[config.mk]
export PLATFORM = sky130hd
export DESIGN_NAME = utctime_to_epoch_seconds
export DESIGN_NICKNAME = d
export VERILOG_FILES = /design/src/hdl/utce_pkg.sv /design/src/hdl/utce_front.sv /design/src/hdl/utce_queue.sv /design/src/hdl/utce_back.sv /design/src/hdl/utctime_to_epoch_seconds.sv
export SDC_FILE = /design/constraint.sdc
export NUM_CORES = 1
export LEC_CHECK = 0
export BUFFER_PORTS_ARGS = -buffer_cell sky130_fd_sc_hd__buf_2
export CORE_AREA = 3 3 236 238
export CTS_CLUSTER_DIAMETER = 50
export DETAILED_ROUTE_END_ITERATION = 8
export DIE_AREA = 0 0 239 241
export GPL_TIMING_DRIVEN = 0
export PLACE_DENSITY = 0.69
export SLEW_MARGIN = 30
export SYNTH_ARGS = -nofsm -noshare
export SYNTH_HDL_FRONTEND = slang
export SYNTH_HIERARCHICAL = 1
export SYNTH_SLANG_ARGS = --single-unit
[constraint.sdc]
create_clock -name clock -period 6.2 [get_ports clock]
set_input_delay 0.62 -clock clock [delete_from_list [all_inputs] [get_ports clock]]
set_output_delay 0.62 -clock clock [all_outputs]
set_load 0.03 [all_outputs]
[src/hdl/utce_pkg.sv]
`timescale 1ns / 1ps
// ----------------------------------------------------------------------------
// UTCTime converter package
// Shared payload types, status codes and calendar constants for the UTCTime
// string to epoch seconds converter.
// ----------------------------------------------------------------------------
package utce_pkg;

   // Request payload: one character of the string
   typedef struct packed {
      logic [7:0] text_char;
      logic       is_last;
   } req_type;

   // Response payload: epoch seconds and status
   typedef struct packed {
      logic signed [32:0] epoch_seconds;
      logic [1:0]         status;
   } rsp_type;

   // Status codes
   localparam logic [1:0] STATUS_OK        = 2'd0;
   localparam logic [1:0] STATUS_BAD_LEN   = 2'd1;
   localparam logic [1:0] STATUS_NO_ZULU   = 2'd2;
   localparam logic [1:0] STATUS_BAD_DIGIT = 2'd3;

   // Characters
   localparam logic [7:0] CHAR_ZERO = 8'h30;
   localparam logic [7:0] CHAR_NINE = 8'h39;
   localparam logic [7:0] CHAR_ZULU = 8'h5A;

   // String layout: twelve digits, then 'Z'
   localparam logic [3:0] DIGIT_COUNT = 4'd12;
   localparam logic [3:0] COUNT_MAX   = 4'd15;
   localparam int         FIELD_COUNT = 6;
   localparam logic [6:0] PIVOT_RESET = 7'd50;

   // Field slots in the order they arrive
   localparam int SLOT_YEAR   = 0;
   localparam int SLOT_MONTH  = 1;
   localparam int SLOT_DAY    = 2;
   localparam int SLOT_HOUR   = 3;
   localparam int SLOT_MINUTE = 4;
   localparam int SLOT_SECOND = 5;

   // Years are carried as an offset from 1899
   localparam logic [7:0] OFS_19XX = 8'd1;
   localparam logic [7:0] OFS_20XX = 8'd101;
   localparam logic [7:0] OFS_1900 = 8'd1;
   localparam logic [7:0] OFS_1901 = 8'd2;
   localparam logic [7:0] OFS_2100 = 8'd201;
   localparam logic [7:0] OFS_2101 = 8'd202;

   // Days from 1899-01-01 to 1970-01-01, plus one for the 1-based day
   localparam logic signed [17:0] EPOCH_DAY_BIAS = 18'sd25933;
   localparam logic [3:0]         MONTH_DEC      = 4'd11;
   localparam logic [3:0]         MONTH_MAR      = 4'd2;

   localparam logic signed [35:0] SECS_PER_DAY = 36'sd86400;
   localparam logic signed [35:0] EPOCH_MAX    = 36'sd4294967295;
   localparam logic signed [32:0] EPOCH_ERROR  = -33'sd1;

   // Job passed from the front end to the arithmetic back end
   typedef struct packed {
      logic [1:0] status;
      logic [7:0] year_ofs;
      logic [6:0] month;
      logic [6:0] day;
      logic [6:0] hour;
      logic [6:0] minute;
      logic [6:0] second;
   } job_type;

   // Days before the first of a month (0-based month) in a common year
   function automatic logic [8:0] month_start_days(input logic [3:0] mon);
      logic [8:0] days;
      case (mon)
         4'd0:    days = 9'd0;
         4'd1:    days = 9'd31;
         4'd2:    days = 9'd59;
         4'd3:    days = 9'd90;
         4'd4:    days = 9'd120;
         4'd5:    days = 9'd151;
         4'd6:    days = 9'd181;
         4'd7:    days = 9'd212;
         4'd8:    days = 9'd243;
         4'd9:    days = 9'd273;
         4'd10:   days = 9'd304;
         4'd11:   days = 9'd334;
         default: days = 9'd0;
      endcase
      return days;
   endfunction

endpackage

[src/hdl/utce_front.sv]
`timescale 1ns / 1ps
// ----------------------------------------------------------------------------
// UTCTime front end
// Counts characters, folds digit pairs into two-digit fields, checks the
// string shape and hands one job per string to the queue.
// ----------------------------------------------------------------------------
module utce_front (
   input  logic              clock,
   input  logic              reset,
   input  logic              csr_write_enable,
   input  logic [6:0]        csr_write_data,
   input  logic              accept,
   input  utce_pkg::req_type req_data,
   output logic              push,
   output utce_pkg::job_type job
);

   logic [6:0] pivot_ff;
   logic [3:0] count_ff, count_in;
   logic [3:0] tens_ff, tens_in;
   logic [6:0] field_ff [utce_pkg::FIELD_COUNT];
   logic [6:0] field_in [utce_pkg::FIELD_COUNT];
   logic       bad_ff, bad_in;

   logic       is_digit;
   logic [7:0] char_diff;
   logic [3:0] digit;
   logic [6:0] pair;
   logic [2:0] slot;
   logic [6:0] year;

   // Digit decode
   assign is_digit  = (req_data.text_char >= utce_pkg::CHAR_ZERO) &&
                      (req_data.text_char <= utce_pkg::CHAR_NINE);
   assign char_diff = req_data.text_char - utce_pkg::CHAR_ZERO;
   assign digit     = is_digit ? char_diff[3:0] : 4'd0;
   assign pair      = {3'b000, tens_ff} * 7'd10 + {3'b000, digit};
   assign slot      = count_ff[3:1];

   // Next state for count, digits and fields
   always_comb begin
      count_in = count_ff;
      tens_in  = tens_ff;
      bad_in   = bad_ff;
      for (int i = 0; i < utce_pkg::FIELD_COUNT; i++) begin
         field_in[i] = field_ff[i];
      end
      if (accept && req_data.is_last) begin
         // end of string: start over for the next one
         count_in = 4'd0;
         tens_in  = 4'd0;
         bad_in   = 1'b0;
         for (int i = 0; i < utce_pkg::FIELD_COUNT; i++) begin
            field_in[i] = 7'd0;
         end
      end else if (accept) begin
         if (count_ff < utce_pkg::DIGIT_COUNT) begin
            if (!is_digit) begin
               bad_in = 1'b1;
            end
            if (!count_ff[0]) begin
               tens_in = digit;
            end else begin
               field_in[slot] = pair;
            end
         end
         if (count_ff != utce_pkg::COUNT_MAX) begin
            count_in = count_ff + 4'd1;
         end
      end
   end

   // State registers
   always_ff @(posedge clock) begin
      if (reset) begin
         pivot_ff <= utce_pkg::PIVOT_RESET;
         count_ff <= 4'd0;
         tens_ff  <= 4'd0;
         bad_ff   <= 1'b0;
         for (int i = 0; i < utce_pkg::FIELD_COUNT; i++) begin
            field_ff[i] <= 7'd0;
         end
      end else begin
         if (csr_write_enable) begin
            pivot_ff <= csr_write_data;
         end
         count_ff <= count_in;
         tens_ff  <= tens_in;
         bad_ff   <= bad_in;
         for (int i = 0; i < utce_pkg::FIELD_COUNT; i++) begin
            field_ff[i] <= field_in[i];
         end
      end
   end

   // Job built from the stored fields on the last character
   assign push = accept && req_data.is_last;
   assign year = field_ff[utce_pkg::SLOT_YEAR];

   always_comb begin
      if (count_ff != utce_pkg::DIGIT_COUNT) begin
         job.status = utce_pkg::STATUS_BAD_LEN;
      end else if (req_data.text_char != utce_pkg::CHAR_ZULU) begin
         job.status = utce_pkg::STATUS_NO_ZULU;
      end else if (bad_ff) begin
         job.status = utce_pkg::STATUS_BAD_DIGIT;
      end else begin
         job.status = utce_pkg::STATUS_OK;
      end
      job.year_ofs = (year < pivot_ff) ? {1'b0, year} + utce_pkg::OFS_20XX
                                       : {1'b0, year} + utce_pkg::OFS_19XX;
      job.month    = field_ff[utce_pkg::SLOT_MONTH];
      job.day      = field_ff[utce_pkg::SLOT_DAY];
      job.hour     = field_ff[utce_pkg::SLOT_HOUR];
      job.minute   = field_ff[utce_pkg::SLOT_MINUTE];
      job.second   = field_ff[utce_pkg::SLOT_SECOND];
   end

endmodule

[src/hdl/utce_queue.sv]
`timescale 1ns / 1ps
// ----------------------------------------------------------------------------
// UTCTime job queue
// Small register queue that decouples the front end from the back end.
// ----------------------------------------------------------------------------
module utce_queue #(
   parameter int DEPTH = 4
) (
   input  logic              clock,
   input  logic              reset,
   input  logic              push,
   input  utce_pkg::job_type push_data,
   output logic              full,
   input  logic              pop,
   output logic              head_valid,
   output utce_pkg::job_type head_data
);

   localparam int PTR_W   = (DEPTH > 1) ? $clog2(DEPTH) : 1;
   localparam int COUNT_W = $clog2(DEPTH + 1);
   localparam logic [PTR_W-1:0]   LAST_PTR  = PTR_W'(DEPTH - 1);
   localparam logic [COUNT_W-1:0] FULL_COUNT = COUNT_W'(DEPTH);

   utce_pkg::job_type   slot_ff [DEPTH];
   logic [PTR_W-1:0]    wr_ptr_ff, wr_ptr_in;
   logic [PTR_W-1:0]    rd_ptr_ff, rd_ptr_in;
   logic [COUNT_W-1:0]  count_ff, count_in;

   assign full       = (count_ff == FULL_COUNT);
   assign head_valid = (count_ff != '0);
   assign head_data  = slot_ff[rd_ptr_ff];

   // Pointer and fill count update
   always_comb begin
      wr_ptr_in = wr_ptr_ff;
      rd_ptr_in = rd_ptr_ff;
      count_in  = count_ff;
      if (push) begin
         wr_ptr_in = (wr_ptr_ff == LAST_PTR) ? '0 : wr_ptr_ff + PTR_W'(1);
      end
      if (pop) begin
         rd_ptr_in = (rd_ptr_ff == LAST_PTR) ? '0 : rd_ptr_ff + PTR_W'(1);
      end
      if (push && !pop) begin
         count_in = count_ff + COUNT_W'(1);
      end else if (pop && !push) begin
         count_in = count_ff - COUNT_W'(1);
      end
   end

   always_ff @(posedge clock) begin
      if (reset) begin
         wr_ptr_ff <= '0;
         rd_ptr_ff <= '0;
         count_ff  <= '0;
      end else begin
         wr_ptr_ff <= wr_ptr_in;
         rd_ptr_ff <= rd_ptr_in;
         count_ff  <= count_in;
      end
   end

   // Storage
   always_ff @(posedge clock) begin
      if (push) begin
         slot_ff[wr_ptr_ff] <= push_data;
      end
   end

endmodule

[src/hdl/utce_back.sv]
`timescale 1ns / 1ps
// ----------------------------------------------------------------------------
// UTCTime back end
// Four-stage pipeline: month carry and time of day, day count, scaling to
// seconds, then the final sum, clamp and response register.
// ----------------------------------------------------------------------------
module utce_back (
   input  logic              clock,
   input  logic              reset,
   input  logic              head_valid,
   input  utce_pkg::job_type head_data,
   output logic              pop,
   output logic              rsp_valid,
   input  logic              rsp_stall,
   output utce_pkg::rsp_type rsp_data
);

   typedef struct packed {
      logic [1:0]  status;
      logic [7:0]  year_ofs;
      logic [3:0]  mon;
      logic [6:0]  day;
      logic [18:0] hms;
   } stage1_type;

   typedef struct packed {
      logic [1:0]         status;
      logic signed [17:0] days;
      logic [18:0]        hms;
   } stage2_type;

   typedef struct packed {
      logic [1:0]         status;
      logic signed [35:0] day_secs;
      logic [18:0]        hms;
   } stage3_type;

   logic       s1_valid_ff, s2_valid_ff, s3_valid_ff, out_valid_ff;
   stage1_type s1_ff, s1_in;
   stage2_type s2_ff, s2_in;
   stage3_type s3_ff, s3_in;
   utce_pkg::rsp_type out_ff, out_in;
   logic       s1_ready, s2_ready, s3_ready, out_ready;

   // Stall chain: a stage moves when the next one is free or moving
   assign out_ready = !out_valid_ff || !rsp_stall;
   assign s3_ready  = !s3_valid_ff || out_ready;
   assign s2_ready  = !s2_valid_ff || s3_ready;
   assign s1_ready  = !s1_valid_ff || s2_ready;
   assign pop       = head_valid && s1_ready;

   // Stage 1: carry months into years, time of day in seconds
   logic [6:0]  mon_m1;
   logic [12:0] recip;
   logic [3:0]  quo;
   logic [6:0]  rem;

   assign mon_m1 = head_data.month - 7'd1;
   assign recip  = {6'b0, mon_m1} * 13'd43;      // about x/12 for x below 99
   assign quo    = recip[12:9];
   assign rem    = mon_m1 - {3'b000, quo} * 7'd12;

   always_comb begin
      s1_in.status = head_data.status;
      s1_in.day    = head_data.day;
      if (head_data.month == 7'd0) begin
         // month zero is December of the year before
         s1_in.year_ofs = head_data.year_ofs - 8'd1;
         s1_in.mon      = utce_pkg::MONTH_DEC;
      end else begin
         s1_in.year_ofs = head_data.year_ofs + {4'b0000, quo};
         s1_in.mon      = rem[3:0];
      end
      s1_in.hms = {12'b0, head_data.hour} * 19'd3600
                + {12'b0, head_data.minute} * 19'd60
                + {12'b0, head_data.second};
   end

   // Stage 2: days since the epoch
   logic [7:0]  n_ofs;
   logic [8:0]  n_plus2;
   logic [6:0]  leaps;
   logic        leap_year;
   logic        leap_adj;
   logic [16:0] day_sum;

   assign n_ofs     = s1_ff.year_ofs;
   assign n_plus2   = {1'b0, n_ofs} + 9'd2;
   assign leaps     = n_plus2[8:2]
                    - {6'b0, (n_ofs >= utce_pkg::OFS_1901)}
                    - {6'b0, (n_ofs >= utce_pkg::OFS_2101)};
   // year is 1899 + offset: divisible by four when the offset ends in 01
   assign leap_year = (n_ofs[1:0] == 2'b01) && (n_ofs != utce_pkg::OFS_1900) &&
                      (n_ofs != utce_pkg::OFS_2100);
   assign leap_adj  = leap_year && (s1_ff.mon >= utce_pkg::MONTH_MAR);
   assign day_sum   = {9'b0, n_ofs} * 17'd365 + {10'b0, leaps}
                    + {8'b0, utce_pkg::month_start_days(s1_ff.mon)}
                    + {16'b0, leap_adj} + {10'b0, s1_ff.day};

   always_comb begin
      s2_in.status = s1_ff.status;
      s2_in.hms    = s1_ff.hms;
      s2_in.days   = $signed({1'b0, day_sum}) - utce_pkg::EPOCH_DAY_BIAS;
   end

   // Stage 3: days to seconds
   logic signed [35:0] days_ext;

   assign days_ext = 36'(s2_ff.days);

   always_comb begin
      s3_in.status   = s2_ff.status;
      s3_in.hms      = s2_ff.hms;
      s3_in.day_secs = days_ext * utce_pkg::SECS_PER_DAY;
   end

   // Stage 4: add time of day, clamp, error value
   logic signed [35:0] total;

   assign total = s3_ff.day_secs + $signed({17'b0, s3_ff.hms});

   always_comb begin
      out_in.status = s3_ff.status;
      if (s3_ff.status != utce_pkg::STATUS_OK) begin
         out_in.epoch_seconds = utce_pkg::EPOCH_ERROR;
      end else if (total > utce_pkg::EPOCH_MAX) begin
         out_in.epoch_seconds = utce_pkg::EPOCH_MAX[32:0];
      end else begin
         out_in.epoch_seconds = total[32:0];
      end
   end

   // Valid bits
   always_ff @(posedge clock) begin
      if (reset) begin
         s1_valid_ff  <= 1'b0;
         s2_valid_ff  <= 1'b0;
         s3_valid_ff  <= 1'b0;
         out_valid_ff <= 1'b0;
      end else begin
         if (s1_ready) begin
            s1_valid_ff <= head_valid;
         end
         if (s2_ready) begin
            s2_valid_ff <= s1_valid_ff;
         end
         if (s3_ready) begin
            s3_valid_ff <= s2_valid_ff;
         end
         if (out_ready) begin
            out_valid_ff <= s3_valid_ff;
         end
      end
   end

   // Payload registers
   always_ff @(posedge clock) begin
      if (s1_ready) begin
         s1_ff <= s1_in;
      end
      if (s2_ready) begin
         s2_ff <= s2_in;
      end
      if (s3_ready) begin
         s3_ff <= s3_in;
      end
      if (out_ready) begin
         out_ff <= out_in;
      end
   end

   assign rsp_valid = out_valid_ff;
   assign rsp_data  = out_ff;

endmodule

[src/hdl/utctime_to_epoch_seconds.sv]
`timescale 1ns / 1ps
// ----------------------------------------------------------------------------
// UTCTime to epoch seconds
// Takes YYMMDDhhmmssZ one character per request and returns signed UTC epoch
// seconds, or -1 with a status, once per string.
// ----------------------------------------------------------------------------
// Throughput: one character per cycle; req_stall rises only when the job
//   queue between front and back end is full (QUEUE_DEPTH strings waiting).
// Path: after the last character is accepted, the job passes through the
//   queue, then the three-stage back end and its output register.
// Reset: synchronous; clears the character count, fields, queue and
//   pipeline, and loads the century pivot with 50.
module utctime_to_epoch_seconds #(
   parameter int QUEUE_DEPTH = 4
) (
   input  logic              clock,
   input  logic              reset,
   input  logic              req_valid,
   output logic              req_stall,
   input  utce_pkg::req_type req_data,
   output logic              rsp_valid,
   input  logic              rsp_stall,
   output utce_pkg::rsp_type rsp_data,
   input  logic              csr_write_enable,
   input  logic [6:0]        csr_write_data
);

   logic              req_accept;
   logic              push;
   logic              queue_full;
   logic              pop;
   logic              head_valid;
   utce_pkg::job_type push_job;
   utce_pkg::job_type head_job;

   assign req_stall  = queue_full;
   assign req_accept = req_valid && !req_stall;

   // Character parsing and checks
   utce_front u_front (
      .clock            (clock),
      .reset            (reset),
      .csr_write_enable (csr_write_enable),
      .csr_write_data   (csr_write_data),
      .accept           (req_accept),
      .req_data         (req_data),
      .push             (push),
      .job              (push_job)
   );

   // Job queue
   utce_queue #(
      .DEPTH (QUEUE_DEPTH)
   ) u_queue (
      .clock      (clock),
      .reset      (reset),
      .push       (push),
      .push_data  (push_job),
      .full       (queue_full),
      .pop        (pop),
      .head_valid (head_valid),
      .head_data  (head_job)
   );

   // Calendar arithmetic
   utce_back u_back (
      .clock      (clock),
      .reset      (reset),
      .head_valid (head_valid),
      .head_data  (head_job),
      .pop        (pop),
      .rsp_valid  (rsp_valid),
      .rsp_stall  (rsp_stall),
      .rsp_data   (rsp_data)
   );

   // A job is never pushed into a full queue
   assert property (@(posedge clock) disable iff (reset) push |-> !queue_full)
      else $error("job pushed into full queue");

   // A finished string leaves a job waiting in the queue next cycle
   assert property (@(posedge clock) disable iff (reset)
      (req_accept && req_data.is_last) |=> head_valid)
      else $error("last character accepted but queue empty");

   // Failed strings always carry -1
   assert property (@(posedge clock) disable iff (reset)
      (rsp_valid && (rsp_data.status != utce_pkg::STATUS_OK)) |->
      (rsp_data.epoch_seconds == utce_pkg::EPOCH_ERROR))
      else $error("error response without -1");

endmodule

Yosys cells after proc, flatten, opt, wreduce, memory -nomap -nowiden
Memory sizes are Yosys's and may differ from the RTL's. A register that Yosys moved wholly into a read port is not among the register bits.
Index checks and enable logic that the tools add are counted.
Widths: inputs -> output; s select.
{ "totals": {"mem_bits_rw": 222, "romBits": 144, "elab_cells": 151, "n_memories": 3, "input_bits": 21, "ff_bits": 191, "output_inout_bits": 37} }
{ "memory_table": {"columns": ["name", "depth", "width", "rd", "rd_ports_with_merged_regs", "wr", "line", "text"], "rows": [
  ["u_queue.slot_ff", 4, 45, 1, 1, 1, "utce_queue.sv:24", "utce_pkg::job_type slot_ff [DEPTH];"],
  ["(name not given)", 16, 9, 1, 1, 0, "utce_pkg.sv:77", "case (mon)"],
  ["u_front.field_ff", 6, 7, 6, 0, 6, "utce_front.sv:21", "logic [6:0] field_ff [utce_pkg::FIELD_COUNT];"]
]} }
{ "classes": {"bitwise": 9, "mux": 33, "n_eq_ne": 9, "n_lt_le_gt_ge": 10, "n_reduce_logical": 31, "n_mul": 7, "addsub": 24} }
{ "op_table": {"columns": ["operator", "n"], "rows": [
  ["$mux 42", 4],
  ["$mux 7", 7],
  ["$bwmux 42", 1],
  ["$add 36x20->36", 1],
  ["$gt 36x33->1 const B", 1],
  ["$add 17x7->17", 2],
  ["$mux 33", 1],
  ["$mul 18x11->29 const B", 1],
  ["$demux 7 s3", 1],
  ["$add 19x13->19", 1],
  ["$add 19x7->19", 1],
  ["$sub 17x15->18 const B", 1],
  ["$add 17x1->17", 1],
  ["$add 17x9->17", 1],
  ["$mul 8x9->17 const B", 1],
  ["$mul 7x8->15 const B", 1],
  ["$mux 2", 7],
  ["$sub 7x1->7", 2],
  ["$mul 7x6->13 const B", 1],
  ["$mux 12", 1],
  ["$mux 4", 3],
  ["$mul 7x4->11 const B", 1],
  ["$logic_and 1x1->1", 10],
  ["$add 8x2->9 const B", 1],
  ["other kinds (44)", 71]
]} }

Logic depth before layout (Yosys ltp)
Gate-level depths: netlist of run 1.
{ "depth": {"ltp_word": 11, "depth_mapped": 32, "ltp_nobuf": 29} }

Cells and area by module
Netlist of run 1, hierarchy kept.
{ "by_module_without_submodules": {"columns": ["mod", "cells_each", "area_per_inst_um2", "n_inst"], "rows": [
  ["utce_back", 1529, 16269.4, 1],
  ["utce_queue", 279, 6995.5, 1],
  ["utce_front", 330, 3041.7, 1],
  ["utctime_to_epoch_seconds", 1, 13.8, 1]
]} }

Worst setup path after synthesis of run 1
No wires, ideal clock.
{ "synth_path": {"kind": "register -> register", "from": "register with a tool-made name", "to": "register u_back.s1_ff, in the netlist u_back/n_ofs[7], data pin", "stages_incl_launch_ff": 33, "slack_ns": -0.464, "required_time_ns": 5.941, "synth_period_minus_slack_ns": 6.664, "setup_ns": 0.259, "arrival_time_ns": 6.404, "cell_sequence": "dfxtp_1 -> buf_6 -> buf_12 -> mux4_2 -> inv_1 -> ha_1 -> nand2_1 -> or4_1 -> clkbuf_1 -> clkbuf_1 -> nand2_1 -> ha_1 -> inv_1 -> fa_1 -> fa_1 -> inv_1 -> ha_1 -> a21oi_1 -> o21ai_0 -> a21oi_1 -> xor2_1 -> ha_1 -> xor2_1 -> xnor2_1 -> nand2_1 -> ha_1 -> o21ai_0 -> a21boi_0 -> o21ai_0 -> nand2b_1 -> a21o_1 -> a21oi_1 -> xnor2_1"} }
{ "synth_rtl": {"columns": ["item", "line", "text"], "rows": [
  ["end signal: assignment", "utce_back.sv:159", "s1_ff <= s1_in;"],
  ["end: declaration", "utce_back.sv:39", "stage1_type s1_ff, s1_in;"]
]} }

==> impl_metrics.yaml, run 1 <==
status:
  status: "complete, no violations"
drt:
  viasPerCell: 5.254
  drtAntennaViolNets: 0
  routed_wl_um: 49620
  num_vias: 15930
  wl_per_cell_um: 16.37
  first_iter_violations: 793
  drt-pass1-iter-count: 5
  drc: 0
place:
  place_ws_ns: -0.7942
  dp_hpwl_um: 36310
  io_buffers: 56
  gp_congestion: 0.8645
yosys:
  avgSynthCellArea_sq_um: 12.30
  yosysWarnings: 6
  yosysSeqAreaShare: 0.4533
  synth_nets: 2591
  netlist_instances: 2139
  synth_edf_count: 344
  async_reset_ff_frac: 0
  synth_cell_types: 83
  synthFlopType: "edfxtp_1"
  synth-seq-cells: 424
  syn_area_sq_um: 26320
clocking:
  clk_pin_slew_ns: 0.06
  cts_made_buffers: 48
  clk_path_buf_depth: 3
  h-tree-depth: 2
  cts_root_buf: "clkbuf_16"
  cts_tree: "built"
  cts.sinks: 424
  worstSkewPairLatency_ns: 0.60
cells_and_area:
  area_growth_pct: 14.39
  n_antenna_cell: 0
  final_common_cell: "edfxtp_1"
  n_fill_cell: 4377
  nets: 2748
  layout-drive-gt1-share: 0.1730
  mostFrequentLayoutCells: "edfxtp_1, inv_1, ha_1"
setup_path:
  slowest_stage: "mux4_2"
  crit_family: "adder cells"
  crit_type: "reg -> reg"
  slowest_delay_ns: 0.58
  critPathMaxFanout: 4
  endpoint_kind: "register"
  required_ns: 6.55
  crit_buf_inv: 5
  cp_common_cell: "ha_4"
  critPathLaunchType: "register"
  cp.arrival_ns: 6.53
global_route:
  grt_remaining_overflow: 0
  track_usage: 0.1749
  grt_pass1_vias: 16390
  antenna_found_initial: 0
  grt_pass1_wl_um: 81330
  grt_max_degree: 51
sta:
  finalCriticalPeriod_ns: 6.185
  slew_headroom: 0.3236
  post-route-period-util: 0.9976
  worstMarginPinSlew_ns: 1.007
  final.setup_skew_ns: 0.03147
  finalHoldViolations: 0
  slew_viol_final: 0
  rsz0062_at_grt: "true"
  setup_ws_ns: 0.01500
  setup-violations-final: 0
  finalSetupTns_ns: 0
  max_freq_mhz: 161.7
floorplanning:
  core_sq_um: 53810
  die_height_um: 241
  dieArea_sq_um: 57600
  ios: 58
  row_count: 85
  die_x_um: 239
  initial_core_util: 0.4891
worst_hold_path:
  holdCritPathClass: "in -> reg"
job:
  maxCapViolations: 0
[worst paths after layout]
| check | start | end | slack (ns) | cells past startpoint |
|---|---|---|---|---|
| worst min register to register | u_back/s2_ff[13] | u_back/s3_ff[13] | 0.41 | 0 |
| worst max register to register | register | u_back/n_ofs[7] | 0.02 | 30 |
| worst max-delay path | register | u_back/n_ofs[7] | 0.02 | 30 |
| worst min-delay path | csr_write_data[1] | u_front/pivot_ff[1] | 0.24 | 3 |
[Yosys cell counts (all sizes together) (7+ instances only)]
master / count / share of area
edfxtp: 344 / 0.39
inv: 312 / 0.044
ha: 311 / 0.15
nor2: 123 / 0.019
fa: 120 / 0.091
nand2: 101 / 0.014
xnor2: 92 / 0.031
a21oi: 80 / 0.015
dfxtp: 80 / 0.061
o21ai: 64 / 0.012
buf: 54 / 0.017
nand3: 51 / 0.0097
mux4: 45 / 0.039
xor2: 43 / 0.014
a21o: 29 / 0.0083
mux2i: 28 / 0.011
clkbuf: 19 / 0.0028
nor2b: 19 / 0.0048
a211oi: 18 / 0.0053
o21a: 17 / 0.0048
nor3: 16 / 0.0039
o22ai: 13 / 0.0031
and3: 11 / 0.0027
o211ai: 11 / 0.0031
o31ai: 11 / 0.0033
or3: 11 / 0.0026
nand2b: 10 / 0.0027
nand4: 10 / 0.0024
nor3b: 10 / 0.0029
a31oi: 9 / 0.0021
o21bai: 9 / 0.0026
a21boi: 7 / 0.0020
and2: 7 / 0.0018
[layer usage]
| layer | routed length [um] | track usage | vias to the layer above | part of all wire |
|---|---|---|---|---|
| li1 | - | - | 7817 | - |
| met1 | 20960 | 0.2112 | 7736 | 0.42 |
| met2 | 25600 | 0.3228 | 289 | 0.52 |
| met3 | 1741 | 0.02354 | 84 | 0.035 |
| met4 | 1322 | 0.05901 | 0 | 0.027 |
| met5 | 0 | 0 | - | 0 |
[cell type report]
type,count,area (sq um),share of cell area
Sequential cell,424,11930,0.3963
Buffer,69,516.7,0.01716
Clock buffer,67,1393,0.04625
Clock inverter,22,252.7,0.008395
Inverter,312,1174,0.03898
Tap cell,696,870.8,0.02892
Multi-Input combinational cell,1330,13190,0.4381
Timing Repair Buffer,111,778.2,0.02585
[worst reg2reg max path: cells and delay by family, from the launching register on]
family / cells / cell delay (ns)
fa+ha+maj: 7 / 2.16
simple gates: 4 / 0.40
mux: 1 / 0.59
buf+inv: 5 / 0.43
xor+xnor: 4 / 0.58
flops: 1 / 0.34
compound gates: 9 / 1.46
[cells by family (layout without fill, tap and decap cells)]
logic type,count (synthesis),count (layout),synth area share
compound gates,304,304,0.07525
buf+inv,385,581,0.06418
mux,75,75,0.05072
fa+ha+maj,431,431,0.2391
simple gates,385,385,0.07250
xor+xnor,135,135,0.04492
flops,424,424,0.4533
[stage by stage]
| stage | cell area (sq um) | utilization | hold slack (ns) | instances |
|---|---|---|---|---|
| 3_3_place_gp | 27530 | 0.5116 | 0.4019 | 2891 |
| 2_1_floorplan | 26380 | - | 0.4003 | 2139 |
| 4_1_cts | 29750 | 0.5528 | 0.2059 | 3019 |
| 3_5_place_dp | 27660 | 0.5139 | 0.4045 | 2896 |
| 6_report | 30110 | 0.5595 | 0.2407 | 3031 |
| 5_1_grt | 30110 | 0.5595 | 0.2305 | 3031 |
[state kept, by name, summed over array words and instances (netlist names), named ones only]
name                cells
u_back/rsp_data        35
u_back/s2_ff           21
u_queue/rd_ptr_ff       2
u_back/days_ext        18
u_front/pivot_ff        7
u_back/out_in           2
u_queue/wr_ptr_ff       2
u_back/s3_ff           48
u_back/rsp_valid        1
u_back/s3_valid_ff      1
u_front/field_ff       42
u_queue/slot_ff       180
u_back/s1_ff           32
u_queue/count_ff        3
u_front/bad_ff          1
u_front/tens_ff         4
u_back/n_ofs            8
u_back/s2_valid_ff      1
u_front/count_ff        4
u_back/s1_valid_ff      1
[repair_timing]
action	CTS	global route
buffers inserted	37	16
gates resized for setup	49	65
pin swaps	33	55
setup endpoints to repair	24	21
hold buffers	0	0
Power of run 1 is left out: the tool's default activity adds up to more than one toggle a clock period on the data nets, which glitch-free logic cannot reach.
==> run 2, diff against run 1 <==
--- a/config.mk
+++ b/config.mk
@@ -6,14 +6,13 @@
 export NUM_CORES = 1
 export LEC_CHECK = 0
 export BUFFER_PORTS_ARGS = -buffer_cell sky130_fd_sc_hd__buf_2
-export CORE_AREA = 3 3 236 238
+export CORE_AREA = 3 3 233 235
 export CTS_CLUSTER_DIAMETER = 50
 export DETAILED_ROUTE_END_ITERATION = 8
-export DIE_AREA = 0 0 239 241
+export DIE_AREA = 0 0 236 238
 export GPL_TIMING_DRIVEN = 0
 export PLACE_DENSITY = 0.69
 export SLEW_MARGIN = 30
 export SYNTH_ARGS = -nofsm -noshare
 export SYNTH_HDL_FRONTEND = slang
-export SYNTH_HIERARCHICAL = 1
 export SYNTH_SLANG_ARGS = --single-unit
==> constraint.sdc (replaced) <==
create_clock -name clock -period 5.3 [get_ports clock]
set_input_delay 0.53 -clock clock [delete_from_list [all_inputs] [get_ports clock]]
set_output_delay 0.53 -clock clock [all_outputs]
set_load 0.03 [all_outputs]
==> impl_metrics.yaml, run 2 <==
yosys:
  synthFlopType: "edfxtp_1"
  yosys-top-cells-count: "edfxtp_1, ha_1, inv_1"
  synth-seq-cells: 424
  synth_compound_area_frac: 0.06455
  yosysSeqAreaShare: 0.4646
  synth_cell_types: 77
  avgSynthCellArea_sq_um: 12.57
  synth_most_common_cell: "edfxtp_1"
  synth_nets: 2496
  synth_adder_area_share: 0.2450
  synth_top_area_cell: "edfxtp_1"
  yosysWarnings: 0
  synthMuxAreaShare: 0.05627
  synth_edf_count: 344
  synth_top_family_by_area: "adder cells"
  synth_top_cell_area_share: 0.4022
  synthSimpleGateAreaFrac: 0.07298
  netlist_instances: 2044
  synthXorXnorAreaFrac: 0.04691
  async_reset_ff_frac: 0
  syn_area_sq_um: 25680
  ys_top_cells_by_area: "edfxtp_1, ha_1, fa_1"
drt:
  first_iter_violations: 859
  wl_per_cell_um: 16.71
  routed_wl_um: 50060
  drtAntennaViolNets: 0
  drt-pass1-iter-count: 5
  num_vias: 15700
  viasPerCell: 5.242
  drc: 0
clocking:
  h-tree-depth: 2
  cts_tree: "built"
  clk_pin_slew_ns: 0.06
  cts_root_buf: "clkbuf_16"
  worstSkewPairLatency_ns: 0.60
  cts.sinks: 424
  ctsHoldBuffers: 0
  clk_path_buf_depth: 3
  cts_made_buffers: 46
sta:
  post-route-period-util: 1.152
  rsz0062_at_grt: "true"
  final.setup_skew_ns: 0.03533
  max_freq_mhz: 163.8
  slew_headroom: 0.3417
  worstMarginPinSlew_ns: 0.9803
  setup_ws_ns: -0.8034
  finalHoldViolations: 0
  setup-violations-final: 35
  finalSetupTns_ns: -14.37
  slew_viol_final: 0
  finalCriticalPeriod_ns: 6.103
setup_path:
  critPathLaunchType: "register"
  cp.arrival_ns: 6.45
  slowest_stage: "mux4_2"
  slowest_delay_ns: 0.60
  crit_family: "adder cells"
  cp_common_cell: "ha_4"
  endpoint_kind: "register"
  crit_buf_inv: 5
  crit_type: "reg -> reg"
  required_ns: 5.65
  critPathMaxFanout: 7
cells_and_area:
  area_growth_pct: 19.34
  final_common_cell: "edfxtp_1"
  reg.largest.list: "u_queue.slot_ff x180, u_back.s3_ff x48, u_front.field_ff x42"
  n_antenna_cell: 0
  layout-drive-gt1-share: 0.2185
  nets: 2721
  regMostFlops: "u_queue.slot_ff"
  mostFrequentLayoutCells: "edfxtp_1, ha_1, inv_1"
  n_fill_cell: 4050
  fin_util: 0.5844
  largest_reg_flops: 180
  multiInputGateArea_sq_um: 13610
  seq_area_sq_um: 11930
place:
  place_ws_ns: -1.087
  gp_congestion: 0.8569
  io_buffers: 55
  dp_hpwl_um: 35600
floorplanning:
  die_height_um: 238
  row_count: 84
  dieArea_sq_um: 56170
  ios: 58
  core_sq_um: 52450
  initial_core_util: 0.4897
  die_x_um: 236
global_route:
  grt_remaining_overflow: 0
  track_usage: 0.1739
  grt_pass1_vias: 15950
  antenna_found_initial: 0
  grt_max_degree: 51
  grt_pass1_wl_um: 80000
worst_hold_path:
  holdCritPathClass: "in -> reg"
  hold_path.startpoint: "csr_write_data[1]"
job:
  maxCapViolations: 0
status:
  violations: "setup timing"
  status: "finished with violations"
## run 2: changes by cell type after synthesis, moves of 10 or more
| cell | change |
|---|---|
| nand2_1 | -29 |
| buf_4 | -36 |
| o21ai_0 | -19 |
| mux2i_1 | +14 |
| o22ai_1 | -11 |
| inv_1 | -10 |
## run 2: per-stage QoR
stage | instances | instance area (sq um) | hold slack, ns
floorplan | 2044 | 25960 | 0.4003
global route | 2995 | 30650 | 0.1311
finish | 2995 | 30650 | 0.1362
CTS | 2945 | 29690 | 0.1055
global placement | 2787 | 27100 | 0.4006
detailed placement | 2794 | 27330 | 0.4045
## run 2: what timing repair did
item	4_1_cts	5_1_grt
setup endpoints to repair	42	46
resized for setup	84	124
setup buffers	65	50
pin swaps	70	77
## run 2: per-layer routing
metal | global-route usage | wire, um | vias up
met3 | 0.02416 | 1877 | 85
met1 | 0.2169 | 20920 | 7655
met2 | 0.3127 | 25880 | 298
met5 | 0 | 0 | -
li1 | - | - | 7663
met4 | 0.05660 | 1378 | 0
## run 2: kinds of logic (layout without fill, tap and decap cells)
kind of cell,Yosys count,count (layout)
compound gates,257,257
fa+ha+maj,431,431
flops,424,424
xor+xnor,136,136
buf+inv,335,598
simple gates,373,373
mux,88,88
## run 2: path summary, 6_finish.rpt
kind,to,slack [ns],cells past startpoint
setup / recovery,u_back.n_ofs[7],-0.80,28
hold / removal,u_front.pivot_ff[1],0.14,3
hold reg to reg,u_back.s2_ff[5],0.42,0
setup reg to reg,u_back.n_ofs[7],-0.80,28
## run 2: cell type report
type                       count  share of cell area
buffer                        33            0.007552
clock buffer                  60             0.03992
clock inverter                26            0.009062
inverter                     302             0.03715
multi-input combinational   1285              0.4441
sequential                   424              0.3893
tap                          688             0.02809
timing repair buffer         177             0.04478
## run 2: worst min-delay path, stage by stage
cell and delay [ns]:
buf_2 0.07, nand2_1 0.04, o211ai_1 0.06
Power of run 2 is left out for the same reason.
